==> src/design/lmfs_pkg.sv <==
package lmfs_pkg;

  localparam int MaxDevices = 8;
  localparam int Rows       = 8;
  localparam int StoreDepth = MaxDevices * Rows;
  localparam int AddrW      = $clog2(StoreDepth);

  // Input command codes
  localparam logic [1:0] CMD_CLEAR     = 2'd0;
  localparam logic [1:0] CMD_PIXEL     = 2'd1;
  localparam logic [1:0] CMD_COMMIT    = 2'd2;
  localparam logic [1:0] CMD_INTENSITY = 2'd3;

  // Configuration register indexes
  localparam logic [3:0] CFG_DEVICE_COUNT = 4'd0;
  localparam logic [3:0] CFG_ALT_ORIENT   = 4'd1;

  localparam logic [3:0] INTENSITY_REG = 4'd10;
  localparam logic [3:0] DEV_COUNT_RST = 4'd1;

  typedef enum logic [2:0] {
    OP_NOP,
    OP_CLEAR,
    OP_PIXEL,
    OP_COMMIT,
    OP_INTENS
  } op_t;

  typedef struct packed {
    op_t        op;
    logic [5:0] col;
    logic [2:0] row;
    logic [3:0] level;
  } job_t;

  typedef struct packed {
    logic [3:0] n;    // active modules, 0..8
    logic       alt;
  } cfg_t;

  typedef enum logic [2:0] {
    ST_IDLE,
    ST_PIX_WR,
    ST_CM_RD,
    ST_CM_LAST,
    ST_CM_EMIT,
    ST_INT
  } state_t;

endpackage

==> src/design/lmfs_front.sv <==
module lmfs_front
  import lmfs_pkg::*;
(
  input  logic       clk,
  input  logic       rst_n,
  input  logic       in_valid,
  output logic       in_ready,
  input  logic [1:0] in_command,
  input  logic [5:0] in_pixel_column,
  input  logic [2:0] in_pixel_row,
  input  logic [3:0] in_intensity_level,
  input  logic       cfg_valid,
  output logic       cfg_ready,
  input  logic [3:0] cfg_index,
  input  logic [3:0] cfg_data,
  input  logic       push_ready,
  output logic       push_valid,
  output job_t       push_job,
  output cfg_t       cfg
);

  logic [3:0] dev_count_r;
  logic       alt_r;
  logic [3:0] n_act;

  always_ff @(posedge clk) begin
    if (!rst_n) begin
      dev_count_r <= DEV_COUNT_RST;
      alt_r       <= 1'b0;
    end else if (cfg_valid) begin
      if (cfg_index == CFG_DEVICE_COUNT) begin
        dev_count_r <= cfg_data;
      end else if (cfg_index == CFG_ALT_ORIENT) begin
        alt_r <= cfg_data[0];
      end
    end
  end

  // Saturate the chain length
  assign n_act     = (dev_count_r > 4'(MaxDevices)) ? 4'(MaxDevices) : dev_count_r;
  assign cfg.n     = n_act;
  assign cfg.alt   = alt_r;
  assign cfg_ready = 1'b1;

  assign in_ready   = push_ready;
  assign push_valid = in_valid;

  // Classify: drop out-of-range pixels and word commands on an empty chain
  always_comb begin
    push_job.col   = in_pixel_column;
    push_job.row   = in_pixel_row;
    push_job.level = in_intensity_level;
    case (in_command)
      CMD_CLEAR:  push_job.op = OP_CLEAR;
      CMD_PIXEL:  push_job.op = ({1'b0, in_pixel_column[5:3]} < n_act) ? OP_PIXEL : OP_NOP;
      CMD_COMMIT: push_job.op = (n_act != 4'd0) ? OP_COMMIT : OP_NOP;
      CMD_INTENSITY: push_job.op = (n_act != 4'd0) ? OP_INTENS : OP_NOP;
      default:    push_job.op = OP_NOP;
    endcase
  end

endmodule

==> src/design/lmfs_queue.sv <==
module lmfs_queue
  import lmfs_pkg::*;
(
  input  logic clk,
  input  logic rst_n,
  input  logic push_valid,
  output logic push_ready,
  input  job_t push_job,
  output logic pop_valid,
  input  logic pop_ready,
  output job_t pop_job
);

  job_t       entry_r [2];
  logic       wr_ptr_r;
  logic       rd_ptr_r;
  logic [1:0] count_r;
  logic       do_push;
  logic       do_pop;

  assign push_ready = (count_r != 2'd2);
  assign pop_valid  = (count_r != 2'd0);
  assign pop_job    = entry_r[rd_ptr_r];
  assign do_push    = push_valid && push_ready;
  assign do_pop     = pop_valid && pop_ready;

  always_ff @(posedge clk) begin
    if (do_push) begin
      entry_r[wr_ptr_r] <= push_job;
    end
  end

  always_ff @(posedge clk) begin
    if (!rst_n) begin
      wr_ptr_r <= 1'b0;
      rd_ptr_r <= 1'b0;
      count_r  <= 2'd0;
    end else begin
      if (do_push) begin
        wr_ptr_r <= ~wr_ptr_r;
      end
      if (do_pop) begin
        rd_ptr_r <= ~rd_ptr_r;
      end
      count_r <= count_r + 2'(do_push) - 2'(do_pop);
    end
  end

endmodule

==> src/design/lmfs_back.sv <==
module lmfs_back
  import lmfs_pkg::*;
(
  input  logic       clk,
  input  logic       rst_n,
  input  cfg_t       cfg,
  input  logic       q_valid,
  output logic       q_ready,
  input  job_t       q_job,
  output logic       out_valid,
  input  logic       out_ready,
  output logic [3:0] out_register_address,
  output logic [7:0] out_data_byte,
  output logic       out_frame_end,
  output logic       out_last
);

  state_t state_r;
  state_t state_nxt;

  logic [7:0]       mem [StoreDepth];
  logic [StoreDepth-1:0] valid_r;
  logic [7:0]       mem_rd_r;
  logic             vbit_r;
  logic [7:0]       rd_byte;

  job_t       job_r;
  logic [2:0] r_r;
  logic [2:0] d_r;
  logic [2:0] f_r;
  logic [2:0] f_d_r;
  logic       rd_live_r;
  logic [7:0] acc_r;

  logic             pop;
  logic             clr;
  logic             wr_en;
  logic [AddrW-1:0] rd_addr;
  logic [7:0]       wr_data;
  logic             slot_free;
  logic             out_load;
  logic             fend;

  logic       out_valid_r;
  logic [3:0] reg_r;
  logic [7:0] data_r;
  logic       fend_r;
  logic       last_r;
  logic [3:0] reg_nxt;
  logic [7:0] data_nxt;
  logic       last_nxt;

  assign slot_free = !out_valid_r || out_ready;
  assign fend      = ({1'b0, d_r} == (cfg.n - 4'd1));
  assign rd_byte   = vbit_r ? mem_rd_r : 8'h00;
  assign pop       = q_ready && q_valid;

  // Next state
  always_comb begin
    state_nxt = state_r;
    case (state_r)
      ST_IDLE: begin
        if (q_valid) begin
          case (q_job.op)
            OP_PIXEL:  state_nxt = ST_PIX_WR;
            OP_COMMIT: state_nxt = ST_CM_RD;
            OP_INTENS: state_nxt = ST_INT;
            default:   state_nxt = ST_IDLE;
          endcase
        end
      end
      ST_PIX_WR: state_nxt = ST_IDLE;
      ST_CM_RD: begin
        if (!cfg.alt || f_r == 3'd7) begin
          state_nxt = ST_CM_LAST;
        end
      end
      ST_CM_LAST: state_nxt = ST_CM_EMIT;
      ST_CM_EMIT: begin
        if (slot_free) begin
          state_nxt = (fend && r_r == 3'd7) ? ST_IDLE : ST_CM_RD;
        end
      end
      ST_INT: begin
        if (slot_free && fend) begin
          state_nxt = ST_IDLE;
        end
      end
      default: state_nxt = ST_IDLE;
    endcase
  end

  // Outputs of the sequencer
  always_comb begin
    q_ready  = 1'b0;
    clr      = 1'b0;
    wr_en    = 1'b0;
    out_load = 1'b0;
    rd_addr  = job_r.col;
    reg_nxt  = INTENSITY_REG;
    data_nxt = {4'd0, job_r.level};
    last_nxt = fend;
    case (state_r)
      ST_IDLE: begin
        q_ready = 1'b1;
        clr     = q_valid && (q_job.op == OP_CLEAR);
        rd_addr = q_job.col;
      end
      ST_PIX_WR: wr_en = 1'b1;
      ST_CM_RD:  rd_addr = {d_r, (cfg.alt ? f_r : r_r)};
      ST_CM_EMIT: begin
        out_load = slot_free;
        reg_nxt  = {1'b0, r_r} + 4'd1;
        data_nxt = acc_r;
        last_nxt = fend && (r_r == 3'd7);
      end
      ST_INT: out_load = slot_free;
      default: q_ready = 1'b0;
    endcase
  end

  assign wr_data = rd_byte | (8'd1 << job_r.row);

  // Column store: one write port, one registered read port
  always_ff @(posedge clk) begin
    if (wr_en) begin
      mem[job_r.col] <= wr_data;
    end
    mem_rd_r <= mem[rd_addr];
  end

  always_ff @(posedge clk) begin
    if (!rst_n) begin
      valid_r <= '0;
      vbit_r  <= 1'b0;
    end else begin
      if (clr) begin
        valid_r <= '0;
      end else if (wr_en) begin
        valid_r[job_r.col] <= 1'b1;
      end
      vbit_r <= valid_r[rd_addr];
    end
  end

  always_ff @(posedge clk) begin
    if (!rst_n) begin
      state_r   <= ST_IDLE;
      rd_live_r <= 1'b0;
    end else begin
      state_r   <= state_nxt;
      rd_live_r <= (state_r == ST_CM_RD);
    end
  end

  // Job, counters and row assembly
  always_ff @(posedge clk) begin
    f_d_r <= f_r;
    if (pop) begin
      job_r <= q_job;
      r_r   <= 3'd0;
      d_r   <= 3'd0;
      f_r   <= 3'd0;
    end
    if (state_r == ST_CM_RD) begin
      f_r <= f_r + 3'd1;
    end
    if (out_load) begin
      f_r <= 3'd0;
      if (fend) begin
        d_r <= 3'd0;
        r_r <= r_r + 3'd1;
      end else begin
        d_r <= d_r + 3'd1;
      end
    end
    if (rd_live_r) begin
      if (cfg.alt) begin
        acc_r[3'd7 - f_d_r] <= rd_byte[r_r];
      end else begin
        acc_r <= rd_byte;
      end
    end
  end

  // Output register
  always_ff @(posedge clk) begin
    if (!rst_n) begin
      out_valid_r <= 1'b0;
    end else if (out_load) begin
      out_valid_r <= 1'b1;
    end else if (out_ready) begin
      out_valid_r <= 1'b0;
    end
  end

  always_ff @(posedge clk) begin
    if (out_load) begin
      reg_r  <= reg_nxt;
      data_r <= data_nxt;
      fend_r <= fend;
      last_r <= last_nxt;
    end
  end

  assign out_valid            = out_valid_r;
  assign out_register_address = reg_r;
  assign out_data_byte        = data_r;
  assign out_frame_end        = fend_r;
  assign out_last             = last_r;

  a_last_read: assert property (@(posedge clk) disable iff (!rst_n)
    state_r == ST_CM_LAST |-> rd_live_r && $past(state_r) == ST_CM_RD)
    else $error("row assembly entered without a pending read");

  a_dev_range: assert property (@(posedge clk) disable iff (!rst_n)
    (state_r == ST_CM_EMIT || state_r == ST_INT) |-> ({1'b0, d_r} < cfg.n))
    else $error("module counter beyond chain length");

  a_last_ends: assert property (@(posedge clk) disable iff (!rst_n)
    out_load && last_nxt |=> state_r == ST_IDLE)
    else $error("sequencer busy after final word");

  a_no_pop_busy: assert property (@(posedge clk) disable iff (!rst_n)
    wr_en |-> !q_ready && $past(pop))
    else $error("pixel write without a popped command");

endmodule

==> src/design/led_matrix_frame_scanner.sv <==
// Channel | Handshake              | Payload
// in      | in_valid / in_ready    | command, pixel_column, pixel_row, intensity_level
// out     | out_valid / out_ready  | register_address, data_byte, frame_end, last
// cfg     | cfg_valid / cfg_ready  | cfg_index, cfg_data (0 device_count, 1 alt orient)
//
// Clear acts as the back end pops it; set pixel reads, then merges and writes.
// Commit walks ST_CM_RD, ST_CM_LAST and ST_CM_EMIT for each word; when transposed,
// ST_CM_RD repeats: each word needs eight reads of the single store read port.
// Set intensity gives one word a cycle unless output stalls. A two-deep command queue decouples input.
// Reset (rst_n, synchronous) empties the queue and marks every store byte as zero.
// Output stalls hold the word in the output register and stall the sequencer; input
// stalls once the two-deep queue is full.
module led_matrix_frame_scanner
  import lmfs_pkg::*;
(
  input  logic       clk,
  input  logic       rst_n,
  input  logic       in_valid,
  output logic       in_ready,
  input  logic [1:0] in_command,
  input  logic [5:0] in_pixel_column,
  input  logic [2:0] in_pixel_row,
  input  logic [3:0] in_intensity_level,
  output logic       out_valid,
  input  logic       out_ready,
  output logic [3:0] out_register_address,
  output logic [7:0] out_data_byte,
  output logic       out_frame_end,
  output logic       out_last,
  input  logic       cfg_valid,
  output logic       cfg_ready,
  input  logic [3:0] cfg_index,
  input  logic [3:0] cfg_data
);

  cfg_t cfg;
  job_t push_job;
  job_t pop_job;
  logic push_valid;
  logic push_ready;
  logic pop_valid;
  logic pop_ready;

  // Hold config, classify each word
  lmfs_front u_front (
    .clk                (clk),
    .rst_n              (rst_n),
    .in_valid           (in_valid),
    .in_ready           (in_ready),
    .in_command         (in_command),
    .in_pixel_column    (in_pixel_column),
    .in_pixel_row       (in_pixel_row),
    .in_intensity_level (in_intensity_level),
    .cfg_valid          (cfg_valid),
    .cfg_ready          (cfg_ready),
    .cfg_index          (cfg_index),
    .cfg_data           (cfg_data),
    .push_ready         (push_ready),
    .push_valid         (push_valid),
    .push_job           (push_job),
    .cfg                (cfg)
  );

  lmfs_queue u_queue (
    .clk        (clk),
    .rst_n      (rst_n),
    .push_valid (push_valid),
    .push_ready (push_ready),
    .push_job   (push_job),
    .pop_valid  (pop_valid),
    .pop_ready  (pop_ready),
    .pop_job    (pop_job)
  );

  // Execute commands against the column store, drive the word stream
  lmfs_back u_back (
    .clk                  (clk),
    .rst_n                (rst_n),
    .cfg                  (cfg),
    .q_valid              (pop_valid),
    .q_ready              (pop_ready),
    .q_job                (pop_job),
    .out_valid            (out_valid),
    .out_ready            (out_ready),
    .out_register_address (out_register_address),
    .out_data_byte        (out_data_byte),
    .out_frame_end        (out_frame_end),
    .out_last             (out_last)
  );

endmodule
==> config.mk <==
export PLATFORM = sky130hd
export DESIGN_NAME = led_matrix_frame_scanner
export DESIGN_NICKNAME = d
export VERILOG_FILES = /design/src/design/lmfs_pkg.sv /design/src/design/lmfs_front.sv /design/src/design/lmfs_queue.sv /design/src/design/lmfs_back.sv /design/src/design/led_matrix_frame_scanner.sv
export SDC_FILE = /design/constraint.sdc
export NUM_CORES = 1
export LEC_CHECK = 0
export BUFFER_PORTS_ARGS = -buffer_cell sky130_fd_sc_hd__buf_2
export CAP_MARGIN = 25
export CORE_ASPECT_RATIO = 0.6
export CORE_MARGIN = 5
export CORE_UTILIZATION = 51
export CTS_CLUSTER_DIAMETER = 150
export CTS_CLUSTER_SIZE = 16
export DETAILED_ROUTE_END_ITERATION = 10
export PLACE_DENSITY = 0.78
export SYNTH_ARGS = -nofsm -noshare
export SYNTH_HDL_FRONTEND = slang
export SYNTH_SLANG_ARGS = --single-unit
==> constraint.sdc <==
create_clock -name clk -period 6.5 [get_ports clk]
set_input_delay 0.975 -clock clk [delete_from_list [all_inputs] [get_ports clk]]
set_output_delay 0.975 -clock clk [all_outputs]
set_load 0.1 [all_outputs]
==> reports/summary.json <==
{
  "critical_path.startpoint_type": "flop",
  "endpoint_kind": "flop",
  "arrival_time_at_the_worst_endpoint_ps": 5520,
  "slowest_stage": "sky130_fd_sc_hd__nor4_1",
  "power.share.sequential_pct": 39.5,
  "synth_top_area_cell": "sky130_fd_sc_hd__edfxtp_1",
  "min_period_over_period_pct": 78.5,
  "synthToLayoutAreaGrowth_pct": 8.09,
  "cts_repair_resize_count": 0,
  "gr-total-overflow": 0,
  "tritoncts.num_buffers": 48,
  "grt_antenna_before_repair": 1,
  "drt_pre_antenna_iters": 7,
  "kind_of_critical_path": "flop to flop",
  "worst_setup_hold_path_clk_slew_ps": 70,
  "postCtsSetupBuffers": 0,
  "crit_required_ps": 6920,
  "num_vias": 17700,
  "synth.yosys.warnings": 0,
  "vias_per_cell": 6.42,
  "post_synth_main_area_contributors": "sky130_fd_sc_hd__edfxtp_1, sky130_fd_sc_hd__dfxtp_1, sky130_fd_sc_hd__nand2_1",
  "drt.antenna.violating_nets": 0,
  "start_util_pct": 51.9,
  "worstPathCellList": "mux2i_1 > o221a_4 > buf_4 > buf_4 > a22o_1 > o22ai_1 > nor4_1 > o32ai_1",
  "achievable_freq_mhz": 196,
  "port_buffers": 43,
  "chipHeight_um": 190,
  "synth_seq_cells": 679,
  "cts.sink_count": 679,
  "power_frac_comb_pct": 40.8,
  "wire_per_inst_um": 25.1,
  "holdCritPathClass": "flop to flop",
  "syn_nets": 2055,
  "maxSlewViolCount": 0,
  "pin_count_of_the_biggest_net_entering_global_routing": 152,
  "synthesized_area_um2": 27500,
  "leakagePower_nw": 10.1,
  "synth_top_area_share_pct": 63.6,
  "gp_congestion": 0.954,
  "num_rows": 65,
  "tritoncts_clock_tree": "done",
  "wl_final_um": 69500,
  "die_area_um2": 58800,
  "cts-htree-levels": 2,
  "drive_above_1_share_pct": 8.50,
  "insertion_delay_ps": 580,
  "tightestPinTransition_ps": 1180,
  "first_global_vias": 16400,
  "sw_frac_of_total_pct": 40.6,
  "timing.final.hold_violations": 0,
  "outcome": "finished clean",
  "critical_path_peak_fanout": 56,
  "detail_route.drc_violations": 0,
  "grt_pass1_wl_um": 104000,
  "yosys_most_used_dff": "sky130_fd_sc_hd__edfxtp_1",
  "io_count": 45,
  "postSynth.asyncResetShare_pct": 0,
  "powerDensity_nw_per_um2": 487,
  "number_of_enable_flip_flop_cells_after_synthesis": 582,
  "slowest_delay_ps": 1000,
  "synth_cells": 2017,
  "fp.dieW_um": 310,
  "detailed_route_iter0_violations": 2914,
  "highest_ir_drop_seen_on_vdd_mv": 0.421,
  "syn_area_per_cell_um2": 13.6,
  "timing.clock.skew_ps": 19.6,
  "grt_setup_unrepaired": "no",
  "power_switching_mw": 5.87,
  "post-layout-total-power_mw": 14.5,
  "clkPwrFrac_pct": 19.8,
  "grt_use_total_pct": 23.2,
  "number_of_library_cell_types_mapped_by_synthesis": 72,
  "slew-limit-headroom_pct": 21.0,
  "timing.final.setup_violations": 0,
  "cts.path.max_buffers": 3,
  "layout.core_utilization_pct": 56.1,
  "internal-power_mw": 8.60,
  "finalNetCount": 2060,
  "detailed_place_hpwl_um": 43600,
  "post_cts_hold_buffer_count": 0,
  "root_buffer": "sky130_fd_sc_hd__clkbuf_16",
  "cap_violations": 0,
  "core_um2": 52900,
  "setup_total_negative_slack_ps": 0,
  "synth_seq_area_share_pct": 70.7,
  "period_needed_ps": 5100,
  "cpMostUsedCell": "sky130_fd_sc_hd__buf_4"
}
## cells by family (layout without fill, tap and decap cells)
kind of cell	after synthesis	after routing	synth area share, %
other cells	1	2	0.0136
compound gates	443	443	11.7
buf+inv	145	188	2.79
fa+ha+maj	10	10	0.455
mux	110	110	4.19
xor+xnor	10	10	0.319
flops	679	679	70.7
simple gates	619	619	9.92
## Yosys cell counts, types with 22 or more instances
cell	number
sky130_fd_sc_hd__nand2_1	356
sky130_fd_sc_hd__mux2i_1	94
sky130_fd_sc_hd__a21oi_1	120
sky130_fd_sc_hd__o22ai_1	22
sky130_fd_sc_hd__nand3_1	39
sky130_fd_sc_hd__a22oi_1	23
sky130_fd_sc_hd__nor2_1	100
sky130_fd_sc_hd__clkbuf_1	43
sky130_fd_sc_hd__o21a_1	68
sky130_fd_sc_hd__buf_2	54
sky130_fd_sc_hd__and3_1	37
sky130_fd_sc_hd__a22o_1	51
sky130_fd_sc_hd__edfxtp_1	582
sky130_fd_sc_hd__a311oi_1	35
sky130_fd_sc_hd__dfxtp_1	97
## final cells by class
| type | instances | area (um^2) |
|---|---|---|
| fillers | 4037 | 23200 |
| clock buffers | 87 | 1370 |
| diodes | 1 | 2.50 |
| well taps | 703 | 880 |
| clock inverters | 1 | 11.3 |
| flip-flops and latches | 679 | 19400 |
| repair buffers | 86 | 572 |
| inverters | 14 | 52.6 |
| multi-input cells | 1193 | 7400 |
## routing by layer
| layer | routed length, um | vias to the layer above | share of wire, % | global-route usage (%) |
|---|---|---|---|---|
| met1 | 29300 | 8720 | 42 | 36.9 |
| met5 | 13 | - | 0.019 | 0 |
| li1 | - | 7629 | - | - |
| met2 | 27800 | 1235 | 40 | 31.0 |
| met4 | 1640 | 2 | 2.4 | 4.75 |
| met3 | 10700 | 154 | 15 | 7.70 |
## critical path: cells and delay by family, from the launching register on
family	cells	cell delay, ps
AOI/OAI and AO/OA	4	1210
buffers and inverters	2	1190
DFF	1	940
muxes	1	510
and+or+nand+nor	1	1000
## final timing paths
kind                              startpoint                    endpoint  slack (ps)  cells after the start
hold reg to reg   u_back.f_r[2]$_SDFFE_PP0P_     u_back.f_d_r[2]$_DFF_P_         410                      0
setup reg to reg                        flop  u_back.mem_rd_r[4]$_DFF_P_        1400                      8
setup / recovery                        flop  u_back.mem_rd_r[4]$_DFF_P_        1400                      8
hold / removal    u_back.f_r[2]$_SDFFE_PP0P_     u_back.f_d_r[2]$_DFF_P_         410                      0
## sequential cells by signal, summed over array words and instances (netlist names), named ones only
signal and flops:
u_back.acc_r 8, u_back.out_data_byte 8, u_back.state_r 3, u_back.rd_live_r 1, u_front.dev_count_r 4, u_back.job_r 13, u_front.alt_r 1, u_queue.wr_ptr_r 1
u_back.mem_rd_r 8, u_back.vbit_r 1, u_back.f_d_r 3, u_back.out_last 1, u_back.r_r 3, u_back.valid_r 64, u_back.d_r 3, u_queue.rd_ptr_r 1
u_back.f_r 3, u_back.out_valid 1, u_queue.entry_r 32, u_back.out_register_address 4, u_queue.count_r 2, u_back.out_frame_end 1, u_back.mem 512
## power by group through the flow
stage / combinational [mW] / clock, mW / sequential (mW)
floorplan: 3.83 / 0 / 5.76
global placement: 5.46 / 0 / 5.78
detailed placement: 5.63 / 0 / 5.79
CTS: 5.66 / 2.86 / 5.69
global route: 6.20 / 3.05 / 5.72
finish: 5.90 / 2.86 / 5.71
## through the flow
step           instances  hold WS (ps)  instance area [um^2]  setup WS (ps)
4_1_cts             2754           404                 29600           1590
6_report            2764           411                 29700           1400
2_1_floorplan       2017           367                 27500           2590
3_5_place_dp        2666           396                 28200           1630
5_1_grt             2763           417                 29700           1290
3_3_place_gp        2662           385                 28200           1600
## layout by cell type, fill, tap and decap left out, drive strengths merged, types with 11 or more instances in the layout
cell / count
edfxtp: 582
nand2: 356
a21oi: 120
nor2: 102
dfxtp: 97
mux2i: 94
clkbuf: 90
buf: 83
o21a: 68
a22o: 52
nand3: 39
and3: 37
a311oi: 35
a22oi: 23
o22ai: 22
a211oi: 17
nor4: 16
inv: 15
o21ai: 15
a32o: 15
nand2b: 14
a21boi: 14
mux2: 14
o31ai: 11
No activity file was read; power rests on OpenSTA's default activity.
